**src/rtl/scalar_kalman_filter_3axis_defines.svh**
```systemverilog
// Assertion macros shared by the filter modules.
`ifndef SCALAR_KALMAN_FILTER_3AXIS_DEFINES_SVH
`define SCALAR_KALMAN_FILTER_3AXIS_DEFINES_SVH

// Same-cycle implication.
`define SKF3_ASSERT_IMPLY(label, clk, rst, ante, cons, msg) \
   label: assert property (@(posedge clk) disable iff (rst) (ante) |-> (cons)) \
      else $error(msg);

// Next-cycle implication.
`define SKF3_ASSERT_NEXT(label, clk, rst, ante, cons, msg) \
   label: assert property (@(posedge clk) disable iff (rst) (ante) |=> (cons)) \
      else $error(msg);

`endif

```
**src/rtl/skf3_pkg.sv**
```systemverilog
// Package: constants, command/status types and config type for the filter.
package skf3_pkg;

   localparam int AXES      = 3;
   localparam int AXIS_W    = (AXES > 1) ? $clog2(AXES) : 1;
   localparam int SAMPLE_W  = 16;
   localparam int CFG_W     = 16;
   localparam int EST_W     = 32;
   localparam int COV_W     = 24;
   localparam int FRAC_W    = 20;
   localparam int GAIN_W    = FRAC_W + 1;
   localparam int DEN_W     = COV_W + 1;
   localparam int REM_W     = DEN_W + 1;
   localparam int DIFF_W    = EST_W + 2;
   localparam int MUL_B_W   = GAIN_W + 1;
   localparam int PROD_W    = DIFF_W + MUL_B_W;
   localparam int DIV_STEPS = GAIN_W;
   localparam int DIV_CNT_W = $clog2(DIV_STEPS);
   localparam int CSR_IDX_W = 2;

   localparam logic [COV_W-1:0]  COV_MAX  = '1;
   localparam logic [GAIN_W-1:0] GAIN_ONE = GAIN_W'(1) << FRAC_W;

   localparam logic [CSR_IDX_W-1:0] CSR_PROCESS_NOISE = 2'd0;
   localparam logic [CSR_IDX_W-1:0] CSR_MEASURE_NOISE = 2'd1;
   localparam logic [CSR_IDX_W-1:0] CSR_INITIAL_ERROR = 2'd2;

   localparam logic [CFG_W-1:0] PROCESS_NOISE_RST = 16'd256;
   localparam logic [CFG_W-1:0] MEASURE_NOISE_RST = 16'd246;
   localparam logic [CFG_W-1:0] INITIAL_ERROR_RST = 16'd901;

   typedef logic [AXES-1:0][SAMPLE_W-1:0] axis_vec_type;

   typedef struct packed {
      logic [CFG_W-1:0] q;
      logic [CFG_W-1:0] r;
      logic [CFG_W-1:0] p;
   } skf3_cfg_type;

   typedef struct packed {
      logic              load_sample;
      logic              prime;
      logic              cov_start;
      logic              div_step;
      logic              mul_axis;
      logic              acc_axis;
      logic              mul_cov;
      logic              cov_write;
      logic              out_load;
      logic [AXIS_W-1:0] axis;
   } skf3_cmd_type;

   typedef struct packed {
      logic primed;
      logic out_free;
   } skf3_status_type;

endpackage

```
**src/rtl/skf3_req_if.sv**
```systemverilog
// Input channel interface: one three-axis sample per transaction.
interface skf3_req_if;
   import skf3_pkg::*;

   logic                       valid;
   logic                       ready;
   logic signed [SAMPLE_W-1:0] sample_x;
   logic signed [SAMPLE_W-1:0] sample_y;
   logic signed [SAMPLE_W-1:0] sample_z;

   modport source (output valid, output sample_x, output sample_y, output sample_z,
                   input ready);
   modport sink   (input valid, input sample_x, input sample_y, input sample_z,
                   output ready);
endinterface

```
**src/rtl/skf3_rsp_if.sv**
```systemverilog
// Result channel interface: one three-axis filtered value per transaction.
interface skf3_rsp_if;
   import skf3_pkg::*;

   logic                       valid;
   logic                       ready;
   logic signed [SAMPLE_W-1:0] filtered_x;
   logic signed [SAMPLE_W-1:0] filtered_y;
   logic signed [SAMPLE_W-1:0] filtered_z;

   modport source (output valid, output filtered_x, output filtered_y, output filtered_z,
                   input ready);
   modport sink   (input valid, input filtered_x, input filtered_y, input filtered_z,
                   output ready);
endinterface

```
**src/rtl/scalar_kalman_filter_3axis.sv**
```systemverilog
// Top level of the three-axis scalar Kalman filter.
// Usage:
//   req_ch carries one transaction per sensor sample (sample_x/y/z, int16).
//   rsp_ch returns exactly one transaction per request (filtered_x/y/z, int16).
//   csr_write_en/csr_index/csr_data write q (0), r (1), p (2), Q4.12; write
//   only while no transaction is in flight. Other indexes are ignored.
// Sequence: the first transaction after reset only primes the state and then
//   loads its result. Each later transaction runs a restoring divide for the
//   21-bit gain, then one shared multiplier for three axis updates and the
//   covariance update, and then loads its result.
// Flow: the block takes no new request until the current one has loaded its
//   result. req_ch.ready is high only while the controller is idle.
// Reset (synchronous, active high): the configuration registers return to
//   defaults, the filter is unprimed and no result is pending.
// Stall: a finished result sits in the output register while the next
//   request is processed; the block holds before loading a new result until
//   the pending one is taken.
module scalar_kalman_filter_3axis (
   input  logic                              clock,
   input  logic                              reset,
   skf3_req_if.sink                          req_ch,
   skf3_rsp_if.source                        rsp_ch,
   input  logic                              csr_write_en,
   input  logic [skf3_pkg::CSR_IDX_W-1:0]    csr_index,
   input  logic [skf3_pkg::CFG_W-1:0]        csr_data
);
   import skf3_pkg::*;

   skf3_cfg_type    cfg;
   skf3_cmd_type    cmd;
   skf3_status_type status;
   axis_vec_type    samples;
   axis_vec_type    filtered;
   logic            req_ready;
   logic            rsp_valid;

   assign samples[0] = req_ch.sample_x;
   assign samples[1] = req_ch.sample_y;
   assign samples[2] = req_ch.sample_z;

   skf3_csr u_csr (
      .clock        (clock),
      .reset        (reset),
      .csr_write_en (csr_write_en),
      .csr_index    (csr_index),
      .csr_data     (csr_data),
      .cfg          (cfg)
   );

   skf3_ctrl u_ctrl (
      .clock     (clock),
      .reset     (reset),
      .req_valid (req_ch.valid),
      .req_ready (req_ready),
      .status    (status),
      .cmd       (cmd)
   );

   skf3_datapath u_datapath (
      .clock     (clock),
      .reset     (reset),
      .cmd       (cmd),
      .status    (status),
      .cfg       (cfg),
      .samples   (samples),
      .filtered  (filtered),
      .rsp_valid (rsp_valid),
      .rsp_ready (rsp_ch.ready)
   );

   assign req_ch.ready      = req_ready;
   assign rsp_ch.valid      = rsp_valid;
   assign rsp_ch.filtered_x = filtered[0];
   assign rsp_ch.filtered_y = filtered[1];
   assign rsp_ch.filtered_z = filtered[2];
endmodule

```
**src/rtl/skf3_csr.sv**
```systemverilog
// Configuration registers: process noise, measurement noise, initial error.
module skf3_csr (
   input  logic                              clock,
   input  logic                              reset,
   input  logic                              csr_write_en,
   input  logic [skf3_pkg::CSR_IDX_W-1:0]    csr_index,
   input  logic [skf3_pkg::CFG_W-1:0]        csr_data,
   output skf3_pkg::skf3_cfg_type            cfg
);
   import skf3_pkg::*;

   skf3_cfg_type cfg_ff;
   skf3_cfg_type cfg_in;

   always_comb begin
      cfg_in = cfg_ff;
      if (csr_write_en) begin
         case (csr_index)
            CSR_PROCESS_NOISE: cfg_in.q = csr_data;
            CSR_MEASURE_NOISE: cfg_in.r = csr_data;
            CSR_INITIAL_ERROR: cfg_in.p = csr_data;
            default:           cfg_in = cfg_ff;
         endcase
      end
   end

   always_ff @(posedge clock) begin
      if (reset) begin
         cfg_ff.q <= PROCESS_NOISE_RST;
         cfg_ff.r <= MEASURE_NOISE_RST;
         cfg_ff.p <= INITIAL_ERROR_RST;
      end else begin
         cfg_ff <= cfg_in;
      end
   end

   assign cfg = cfg_ff;
endmodule

```
**src/rtl/skf3_datapath.sv**
```systemverilog
// Datapath: estimates, covariance, restoring gain divider, shared multiplier, output register.
module skf3_datapath (
   input  logic                        clock,
   input  logic                        reset,
   input  skf3_pkg::skf3_cmd_type      cmd,
   output skf3_pkg::skf3_status_type   status,
   input  skf3_pkg::skf3_cfg_type      cfg,
   input  skf3_pkg::axis_vec_type      samples,
   output skf3_pkg::axis_vec_type      filtered,
   output logic                        rsp_valid,
   input  logic                        rsp_ready
);
   import skf3_pkg::*;
   `include "scalar_kalman_filter_3axis_defines.svh"

   axis_vec_type                   sample_ff, sample_in;
   logic [AXES-1:0][EST_W-1:0]     est_ff, est_in;
   logic [COV_W-1:0]               cov_ff, cov_in;
   logic [COV_W-1:0]               e1_ff, e1_in;
   logic [DEN_W-1:0]               den_ff, den_in;
   logic [REM_W-1:0]               rem_ff, rem_in;
   logic [GAIN_W-1:0]              k_ff, k_in;
   logic signed [PROD_W-1:0]       prod_ff, prod_in;
   axis_vec_type                   out_ff, out_in;
   logic                           primed_ff, primed_in;
   logic                           rsp_valid_ff, rsp_valid_in;

   logic [DEN_W-1:0]               cov_sum;
   logic [COV_W-1:0]               e1_sat;
   logic [DEN_W-1:0]               den_calc;
   logic                           rem_ge;
   logic [REM_W-1:0]               rem_sel;
   logic [EST_W-1:0]               est_sel;
   logic [EST_W-1:0]               meas;
   logic signed [DIFF_W-1:0]       diff;
   logic signed [DIFF_W-1:0]       mul_a;
   logic signed [MUL_B_W-1:0]      mul_b;
   logic signed [PROD_W-1:0]       prod_calc;
   logic [EST_W-1:0]               delta;

   // Round half to even, saturate at the top (the bottom cannot overflow).
   function automatic logic [SAMPLE_W-1:0] round_est(input logic [EST_W-1:0] est);
      logic [SAMPLE_W-1:0] whole;
      logic [EST_W-SAMPLE_W-1:0] frac;
      logic up;
      whole = est[EST_W-1:EST_W-SAMPLE_W];
      frac  = est[EST_W-SAMPLE_W-1:0];
      up    = (frac > 16'h8000) || ((frac == 16'h8000) && whole[0]);
      if (up && (whole != 16'h7FFF))
         return whole + 16'd1;
      return whole;
   endfunction

   assign cov_sum  = {1'b0, cov_ff} + {1'b0, cfg.q, 8'h00};
   assign e1_sat   = cov_sum[COV_W] ? COV_MAX : cov_sum[COV_W-1:0];
   assign den_calc = {1'b0, e1_sat} + {1'b0, cfg.r, 8'h00};

   assign rem_ge  = (rem_ff >= {1'b0, den_ff}) && (den_ff != '0);
   assign rem_sel = rem_ge ? (rem_ff - {1'b0, den_ff}) : rem_ff;

   assign est_sel   = est_ff[cmd.axis];
   assign meas      = {sample_ff[cmd.axis], 16'h0000};
   assign diff      = DIFF_W'($signed(meas)) - DIFF_W'($signed(est_sel));
   assign mul_a     = cmd.mul_cov ? $signed(DIFF_W'({1'b0, e1_ff})) : diff;
   assign mul_b     = $signed({1'b0, cmd.mul_cov ? (GAIN_ONE - k_ff) : k_ff});
   assign prod_calc = PROD_W'(mul_a) * PROD_W'(mul_b);
   assign delta     = prod_ff[FRAC_W+EST_W-1:FRAC_W];

   always_comb begin
      sample_in    = cmd.load_sample ? samples : sample_ff;
      e1_in        = cmd.cov_start ? e1_sat : e1_ff;
      den_in       = cmd.cov_start ? den_calc : den_ff;
      rem_in       = rem_ff;
      k_in         = k_ff;
      prod_in      = (cmd.mul_axis || cmd.mul_cov) ? prod_calc : prod_ff;
      cov_in       = cov_ff;
      primed_in    = primed_ff;
      out_in       = out_ff;
      rsp_valid_in = rsp_valid_ff;
      est_in       = est_ff;

      if (cmd.cov_start) begin
         rem_in = REM_W'(e1_sat);
         k_in   = '0;
      end else if (cmd.div_step) begin
         rem_in = {rem_sel[REM_W-2:0], 1'b0};
         k_in   = {k_ff[GAIN_W-2:0], rem_ge};
      end

      if (cmd.prime) begin
         cov_in    = {cfg.p, 8'h00};
         primed_in = 1'b1;
      end else if (cmd.cov_write) begin
         cov_in = prod_ff[FRAC_W+COV_W-1:FRAC_W];
      end

      for (int a = 0; a < AXES; a++) begin
         if (cmd.prime)
            est_in[a] = {sample_ff[a], 16'h0000};
         else if (cmd.acc_axis && (AXIS_W'(a) == cmd.axis))
            est_in[a] = est_ff[a] + delta;
      end

      if (cmd.out_load) begin
         for (int a = 0; a < AXES; a++)
            out_in[a] = round_est(est_ff[a]);
         rsp_valid_in = 1'b1;
      end else if (rsp_ready) begin
         rsp_valid_in = 1'b0;
      end
   end

   always_ff @(posedge clock) begin
      if (reset) begin
         primed_ff    <= 1'b0;
         rsp_valid_ff <= 1'b0;
      end else begin
         primed_ff    <= primed_in;
         rsp_valid_ff <= rsp_valid_in;
      end
   end

   always_ff @(posedge clock) begin
      sample_ff <= sample_in;
      est_ff    <= est_in;
      cov_ff    <= cov_in;
      e1_ff     <= e1_in;
      den_ff    <= den_in;
      rem_ff    <= rem_in;
      k_ff      <= k_in;
      prod_ff   <= prod_in;
      out_ff    <= out_in;
   end

   assign status.primed   = primed_ff;
   assign status.out_free = !rsp_valid_ff || rsp_ready;
   assign filtered        = out_ff;
   assign rsp_valid       = rsp_valid_ff;

   `SKF3_ASSERT_IMPLY(a_gain_le_one, clock, reset, cmd.mul_axis || cmd.mul_cov,
      k_ff <= GAIN_ONE, "gain above 1.0")
   `SKF3_ASSERT_NEXT(a_out_valid, clock, reset, cmd.out_load, rsp_valid_ff,
      "result register not valid after load")
endmodule

```
**src/rtl/skf3_ctrl.sv**
```systemverilog
// Controller: sequences prime, gain division, per-axis update, covariance update, output.
module skf3_ctrl (
   input  logic                        clock,
   input  logic                        reset,
   input  logic                        req_valid,
   output logic                        req_ready,
   input  skf3_pkg::skf3_status_type   status,
   output skf3_pkg::skf3_cmd_type      cmd
);
   import skf3_pkg::*;
   `include "scalar_kalman_filter_3axis_defines.svh"

   localparam logic [3:0] S_IDLE  = 4'd0;
   localparam logic [3:0] S_PRIME = 4'd1;
   localparam logic [3:0] S_SETUP = 4'd2;
   localparam logic [3:0] S_DIV   = 4'd3;
   localparam logic [3:0] S_MUL   = 4'd4;
   localparam logic [3:0] S_ACC   = 4'd5;
   localparam logic [3:0] S_CMUL  = 4'd6;
   localparam logic [3:0] S_CWR   = 4'd7;
   localparam logic [3:0] S_OUT   = 4'd8;

   logic [3:0]           state_ff, state_in;
   logic [DIV_CNT_W-1:0] cnt_ff, cnt_in;
   logic [AXIS_W-1:0]    axis_ff, axis_in;

   assign req_ready = (state_ff == S_IDLE);

   always_comb begin
      state_in = state_ff;
      cnt_in   = cnt_ff;
      axis_in  = axis_ff;
      cmd      = '0;
      cmd.axis = axis_ff;
      case (state_ff)
         S_IDLE: begin
            if (req_valid) begin
               cmd.load_sample = 1'b1;
               state_in        = status.primed ? S_SETUP : S_PRIME;
            end
         end
         S_PRIME: begin
            cmd.prime = 1'b1;
            state_in  = S_OUT;
         end
         S_SETUP: begin
            cmd.cov_start = 1'b1;
            cnt_in        = '0;
            state_in      = S_DIV;
         end
         S_DIV: begin
            cmd.div_step = 1'b1;
            cnt_in       = cnt_ff + 1'b1;
            if (cnt_ff == DIV_CNT_W'(DIV_STEPS - 1)) begin
               axis_in  = '0;
               state_in = S_MUL;
            end
         end
         S_MUL: begin
            cmd.mul_axis = 1'b1;
            state_in     = S_ACC;
         end
         S_ACC: begin
            cmd.acc_axis = 1'b1;
            axis_in      = axis_ff + 1'b1;
            state_in     = (axis_ff == AXIS_W'(AXES - 1)) ? S_CMUL : S_MUL;
         end
         S_CMUL: begin
            cmd.mul_cov = 1'b1;
            state_in    = S_CWR;
         end
         S_CWR: begin
            cmd.cov_write = 1'b1;
            state_in      = S_OUT;
         end
         S_OUT: begin
            if (status.out_free) begin
               cmd.out_load = 1'b1;
               state_in     = S_IDLE;
            end
         end
         default: state_in = S_IDLE;
      endcase
   end

   always_ff @(posedge clock) begin
      if (reset) begin
         state_ff <= S_IDLE;
         cnt_ff   <= '0;
         axis_ff  <= '0;
      end else begin
         state_ff <= state_in;
         cnt_ff   <= cnt_in;
         axis_ff  <= axis_in;
      end
   end

   `SKF3_ASSERT_IMPLY(a_div_cnt_range, clock, reset, state_ff == S_DIV,
      cnt_ff <= DIV_CNT_W'(DIV_STEPS - 1), "divider step count out of range")
   `SKF3_ASSERT_NEXT(a_first_primes, clock, reset,
      req_valid && req_ready && !status.primed, state_ff == S_PRIME,
      "first transaction did not prime")
   `SKF3_ASSERT_IMPLY(a_one_cmd, clock, reset, 1'b1,
      $onehot0({cmd.prime, cmd.cov_start, cmd.div_step, cmd.mul_axis,
                cmd.acc_axis, cmd.mul_cov, cmd.cov_write, cmd.out_load}),
      "more than one datapath command")
endmodule

```
**src/flat_wrapper.sv**
```systemverilog
// flat-port wrapper written by rule: the top's interface ports become plain ports
module scalar_kalman_filter_3axis_flat import skf3_pkg::*;
  (clock, reset, csr_write_en, csr_index, csr_data, req_ch_valid, req_ch_sample_x, req_ch_sample_y, req_ch_sample_z, req_ch_ready, rsp_ch_valid, rsp_ch_filtered_x, rsp_ch_filtered_y, rsp_ch_filtered_z, rsp_ch_ready);
  skf3_req_if req_ch_i ();
  skf3_rsp_if rsp_ch_i ();
  input  logic clock;
  input  logic reset;
  input  logic csr_write_en;
  input  logic [skf3_pkg::CSR_IDX_W-1:0] csr_index;
  input  logic [skf3_pkg::CFG_W-1:0] csr_data;
  input wire logic [$bits(req_ch_i.valid)-1:0] req_ch_valid;
  input wire logic [$bits(req_ch_i.sample_x)-1:0] req_ch_sample_x;
  input wire logic [$bits(req_ch_i.sample_y)-1:0] req_ch_sample_y;
  input wire logic [$bits(req_ch_i.sample_z)-1:0] req_ch_sample_z;
  output wire logic [$bits(req_ch_i.ready)-1:0] req_ch_ready;
  output wire logic [$bits(rsp_ch_i.valid)-1:0] rsp_ch_valid;
  output wire logic [$bits(rsp_ch_i.filtered_x)-1:0] rsp_ch_filtered_x;
  output wire logic [$bits(rsp_ch_i.filtered_y)-1:0] rsp_ch_filtered_y;
  output wire logic [$bits(rsp_ch_i.filtered_z)-1:0] rsp_ch_filtered_z;
  input wire logic [$bits(rsp_ch_i.ready)-1:0] rsp_ch_ready;
  assign req_ch_i.valid = req_ch_valid;
  assign req_ch_i.sample_x = req_ch_sample_x;
  assign req_ch_i.sample_y = req_ch_sample_y;
  assign req_ch_i.sample_z = req_ch_sample_z;
  assign req_ch_ready = req_ch_i.ready;
  assign rsp_ch_valid = rsp_ch_i.valid;
  assign rsp_ch_filtered_x = rsp_ch_i.filtered_x;
  assign rsp_ch_filtered_y = rsp_ch_i.filtered_y;
  assign rsp_ch_filtered_z = rsp_ch_i.filtered_z;
  assign rsp_ch_i.ready = rsp_ch_ready;
  scalar_kalman_filter_3axis u_core (.clock(clock), .reset(reset), .req_ch(req_ch_i), .rsp_ch(rsp_ch_i), .csr_write_en(csr_write_en), .csr_index(csr_index), .csr_data(csr_data));
endmodule
```
**config.mk**
```make
export PLATFORM = sky130hd
export DESIGN_NAME = scalar_kalman_filter_3axis_flat
export DESIGN_NICKNAME = d
export VERILOG_FILES = /design/src/rtl/skf3_pkg.sv /design/src/rtl/skf3_req_if.sv /design/src/rtl/skf3_rsp_if.sv /design/src/rtl/scalar_kalman_filter_3axis.sv /design/src/rtl/skf3_csr.sv /design/src/rtl/skf3_datapath.sv /design/src/rtl/skf3_ctrl.sv /design/src/flat_wrapper.sv
export VERILOG_INCLUDE_DIRS = /design/src /design/src/rtl
export SDC_FILE = /design/constraint.sdc
export NUM_CORES = 2
export LEC_CHECK = 0
export ABC_AREA = 1
export BUFFER_PORTS_ARGS = -buffer_cell sky130_fd_sc_hd__buf_2
export CAP_MARGIN = 20
export CORE_ASPECT_RATIO = 0.8
export CORE_MARGIN = 2
export CORE_UTILIZATION = 40
export DETAILED_ROUTE_END_ITERATION = 7
export MAX_ROUTING_LAYER = met4
export REMOVE_ABC_BUFFERS = 1
export SYNTH_ARGS = -nofsm -noshare
export SYNTH_HDL_FRONTEND = slang
export SYNTH_SLANG_ARGS = --single-unit
```
**constraint.sdc**
```tcl
create_clock -name clock -period 12.04 [get_ports clock]
set_input_delay 0.602 -clock clock [delete_from_list [all_inputs] [get_ports clock]]
set_output_delay 0.602 -clock clock [all_outputs]
set_load 0.02 [all_outputs]
```
==> reports/metrics.cfg <==
[global_routing]
grt_max_degree=73
grt_pass1_vias=41900
grt_usage_pct=27.7
grt_pass1_wl_um=261000
overflow=0
antenna_found_initial=8

[yosys]
yosysTopAreaCellShare_pct=26.4
synth_cell_type_count=64
synth_largest_area_cell=fa_1
synthCells=6243
syn_area_sq_mm=0.0499
async_flop_share_pct=0
netlist_top_cells_area=fa_1 (26%), edfxtp_1 (15%), inv_1 (9.3%)
yosysWarnings=0
ys_ff_latch=397
synth_flop_cell=edfxtp_1
synth-seq-area-share_pct=21.1
synth_area_per_cell_sq_um=7.99
synth_edf_count=257

[finish]
area_growth_pct=7.62
final_nets=7335
drive_above_1_share_pct=6.94
ff_latch_area_sq_mm=0.0105
multi_input_area_sq_mm=0.0339
final_area_sq_mm=0.0537
filler_cell_count=12400

[routing]
drt-pass1-iter-count=8
vias_per_cell=5.39
wl_per_cell_um=21.6
routed_wl_um=172000
route.antenna.remaining_nets=0
drc=0
num_vias=42900
drtIter0Drc=4711

[sta]
fmax_mhz=97.4
setup_viol=0
slew_viol_final=0
fin_tns_setup_ns=0
rsz0062_at_grt=false
hold_viol=0
fin_ws_ns=1.77
layout_min_cycle_time_ns=10.27
worstMarginPinSlew_ns=1.17
clock-skew-final_ns=0.0326
relSlewSlack_pct=21.6
finalCritPeriodShare_pct=85.3

[clocking]
cts_tree=yes
cts_setup_buffers=0
cts_root_buf=clkbuf_16
cts.sinks=397
clk_latency_ns=0.58
path_clk_slew_ns=0.07
cts_buffers=40
htree_levels=2
clock_path_buffers=3
ctsHoldBuffers=0
postCtsResizedCells=0

[critical_path]
slowest_stage=clkinv_1
required_ns=12.33
cp-start-kind=flip-flop
critPathKind=reg -> reg
critPathArrivalTime_ns=10.56
cp_max_fo=22
cp_slowest_stage_delay_ns=0.73
end_kind=flip-flop
ff2ff_setup_slack_ns=1.77

[die]
die_x_um=399
core_sq_mm=0.123
initial_core_util_pct=40.5
die_h_um=320
dieArea_sq_mm=0.128
ios=121
rows=115

[placement]
port_buffers=120
post_dp_cell_area_sq_mm=0.0524
dp_worst_setup_slack_ns=1.98
gp_congestion=0.990
dp_hpwl_um=140000

[job]
maxCapViolCount=0

[outcome]
status=finished clean

[hold_path]
min_path_type=in -> reg

[worst max-delay path, delay by kind of cell, from the launching register on]
| family | cells | cell delay (ns) |
|---|---|---|
| AO/OA/AOI/OAI | 6 | 1.46 |
| buffers and inverters | 10 | 1.65 |
| XOR/XNOR | 1 | 0.20 |
| flip-flops | 1 | 0.47 |
| AND/OR/NAND/NOR | 10 | 2.08 |
| adder cells (fa/ha/maj) | 9 | 4.08 |
[cells by family (layout without fill, tap and decap cells)]
| kind of cell | after synthesis | count (layout) | synth area share (%) |
|---|---|---|---|
| adders and majority gates | 971 | 971 | 34.3 |
| muxes | 1 | 1 | 0.0226 |
| xor gates and xnor gates | 184 | 184 | 3.24 |
| buffers and inverters | 1457 | 1536 | 11.3 |
| other | 0 | 1 | 0 |
| DFF | 397 | 397 | 21.1 |
| AOI/OAI and AO/OA | 949 | 949 | 10.6 |
| and+or+nand+nor | 2284 | 2284 | 19.6 |
[layout make-up]
type | count | area share (%)
clock inverter | 18 | 0.410
sequential | 397 | 19.6
tap | 1638 | 3.82
antenna | 1 | 0.00466
inverter | 1274 | 8.92
multi-input combinational | 4389 | 63.0
clock buffer | 53 | 2.05
timing repair buffer | 191 | 2.17
[Yosys cell counts, drive strengths merged, types with 35 or more instances]
cell    number
or2         35
edfxtp     257
a21oi      371
buf         59
nor3        63
nand2     1207
inv       1264
o21ai      380
xor2       128
fa         659
nand4       95
xnor2       56
nor2       635
clkbuf     124
nand3      213
dfxtp      140
ha         312
[per-stage QoR]
stage / util (%) / hold WS [ns] / cells
after global placement: 42.4 / 0.447 / 7884
after global routing: 43.6 / 0.184 / 7961
final: 43.6 / 0.202 / 7961
after floorplan: - / 0.433 / 6060
after detailed placement: 42.5 / 0.452 / 7886
after CTS: 43.5 / 0.183 / 7957
[routing by layer]
| metal | GRT usage, % | share of wire (%) |
|---|---|---|
| met1 | 42.2 | 47 |
| met5 | - | 0 |
| met3 | 4.57 | 9.5 |
| met4 | 4.62 | 1.8 |
| met2 | 38.7 | 41 |
[registers in the layout, indices dropped and copies added (netlist names), 2 cells and up]
name and flops:
u_core.u_ctrl.axis_ff 2, u_core.u_ctrl.state_ff 4, u_core.u_datapath.rem_ff 26, u_core.u_datapath.den_ff 17
u_core.u_datapath.sample_ff 48, u_core.u_datapath.cov_ff 24, u_core.u_datapath.k_ff 21, u_core.u_ctrl.cnt_ff 5
u_core.u_datapath.est_ff 96, u_core.u_datapath.e1_ff 24, u_core.u_datapath.filtered 48, u_core.u_csr.cfg 48
u_core.u_datapath.prod_ff 32
[cell usage in the layout, fill, tap and decap left out, types with 120 or more instances in the layout]
| master | count |
|---|---|
| nor2_1 | 590 |
| a21oi_1 | 371 |
| inv_1 | 1240 |
| o21ai_0 | 350 |
| edfxtp_1 | 257 |
| nand3_1 | 192 |
| xor2_1 | 121 |
| nand2_1 | 1170 |
| fa_1 | 659 |
| ha_1 | 312 |
| dfxtp_1 | 139 |
| buf_2 | 120 |
[worst paths after layout]
path                                               endpoint  depth (start not counted)                             startpoint
hold / removal    u_core.u_datapath.sample_ff[24]$_DFFE_PP_                          1                     req_ch_sample_y[8]
setup reg to reg    u_core.u_datapath.prod_ff[44]$_DFFE_PN_                         36  u_core.u_ctrl.axis_ff[0]$_SDFFE_PP0P_
setup / recovery    u_core.u_datapath.prod_ff[44]$_DFFE_PN_                         36  u_core.u_ctrl.axis_ff[0]$_SDFFE_PP0P_
hold reg to reg           u_core.u_csr.cfg[40]$_SDFFE_PP1P_                          2      u_core.u_csr.cfg[40]$_SDFFE_PP1P_
Power is left out: the tool's default activity adds up to more than one toggle a clock period on the data nets, which glitch-free logic cannot reach.
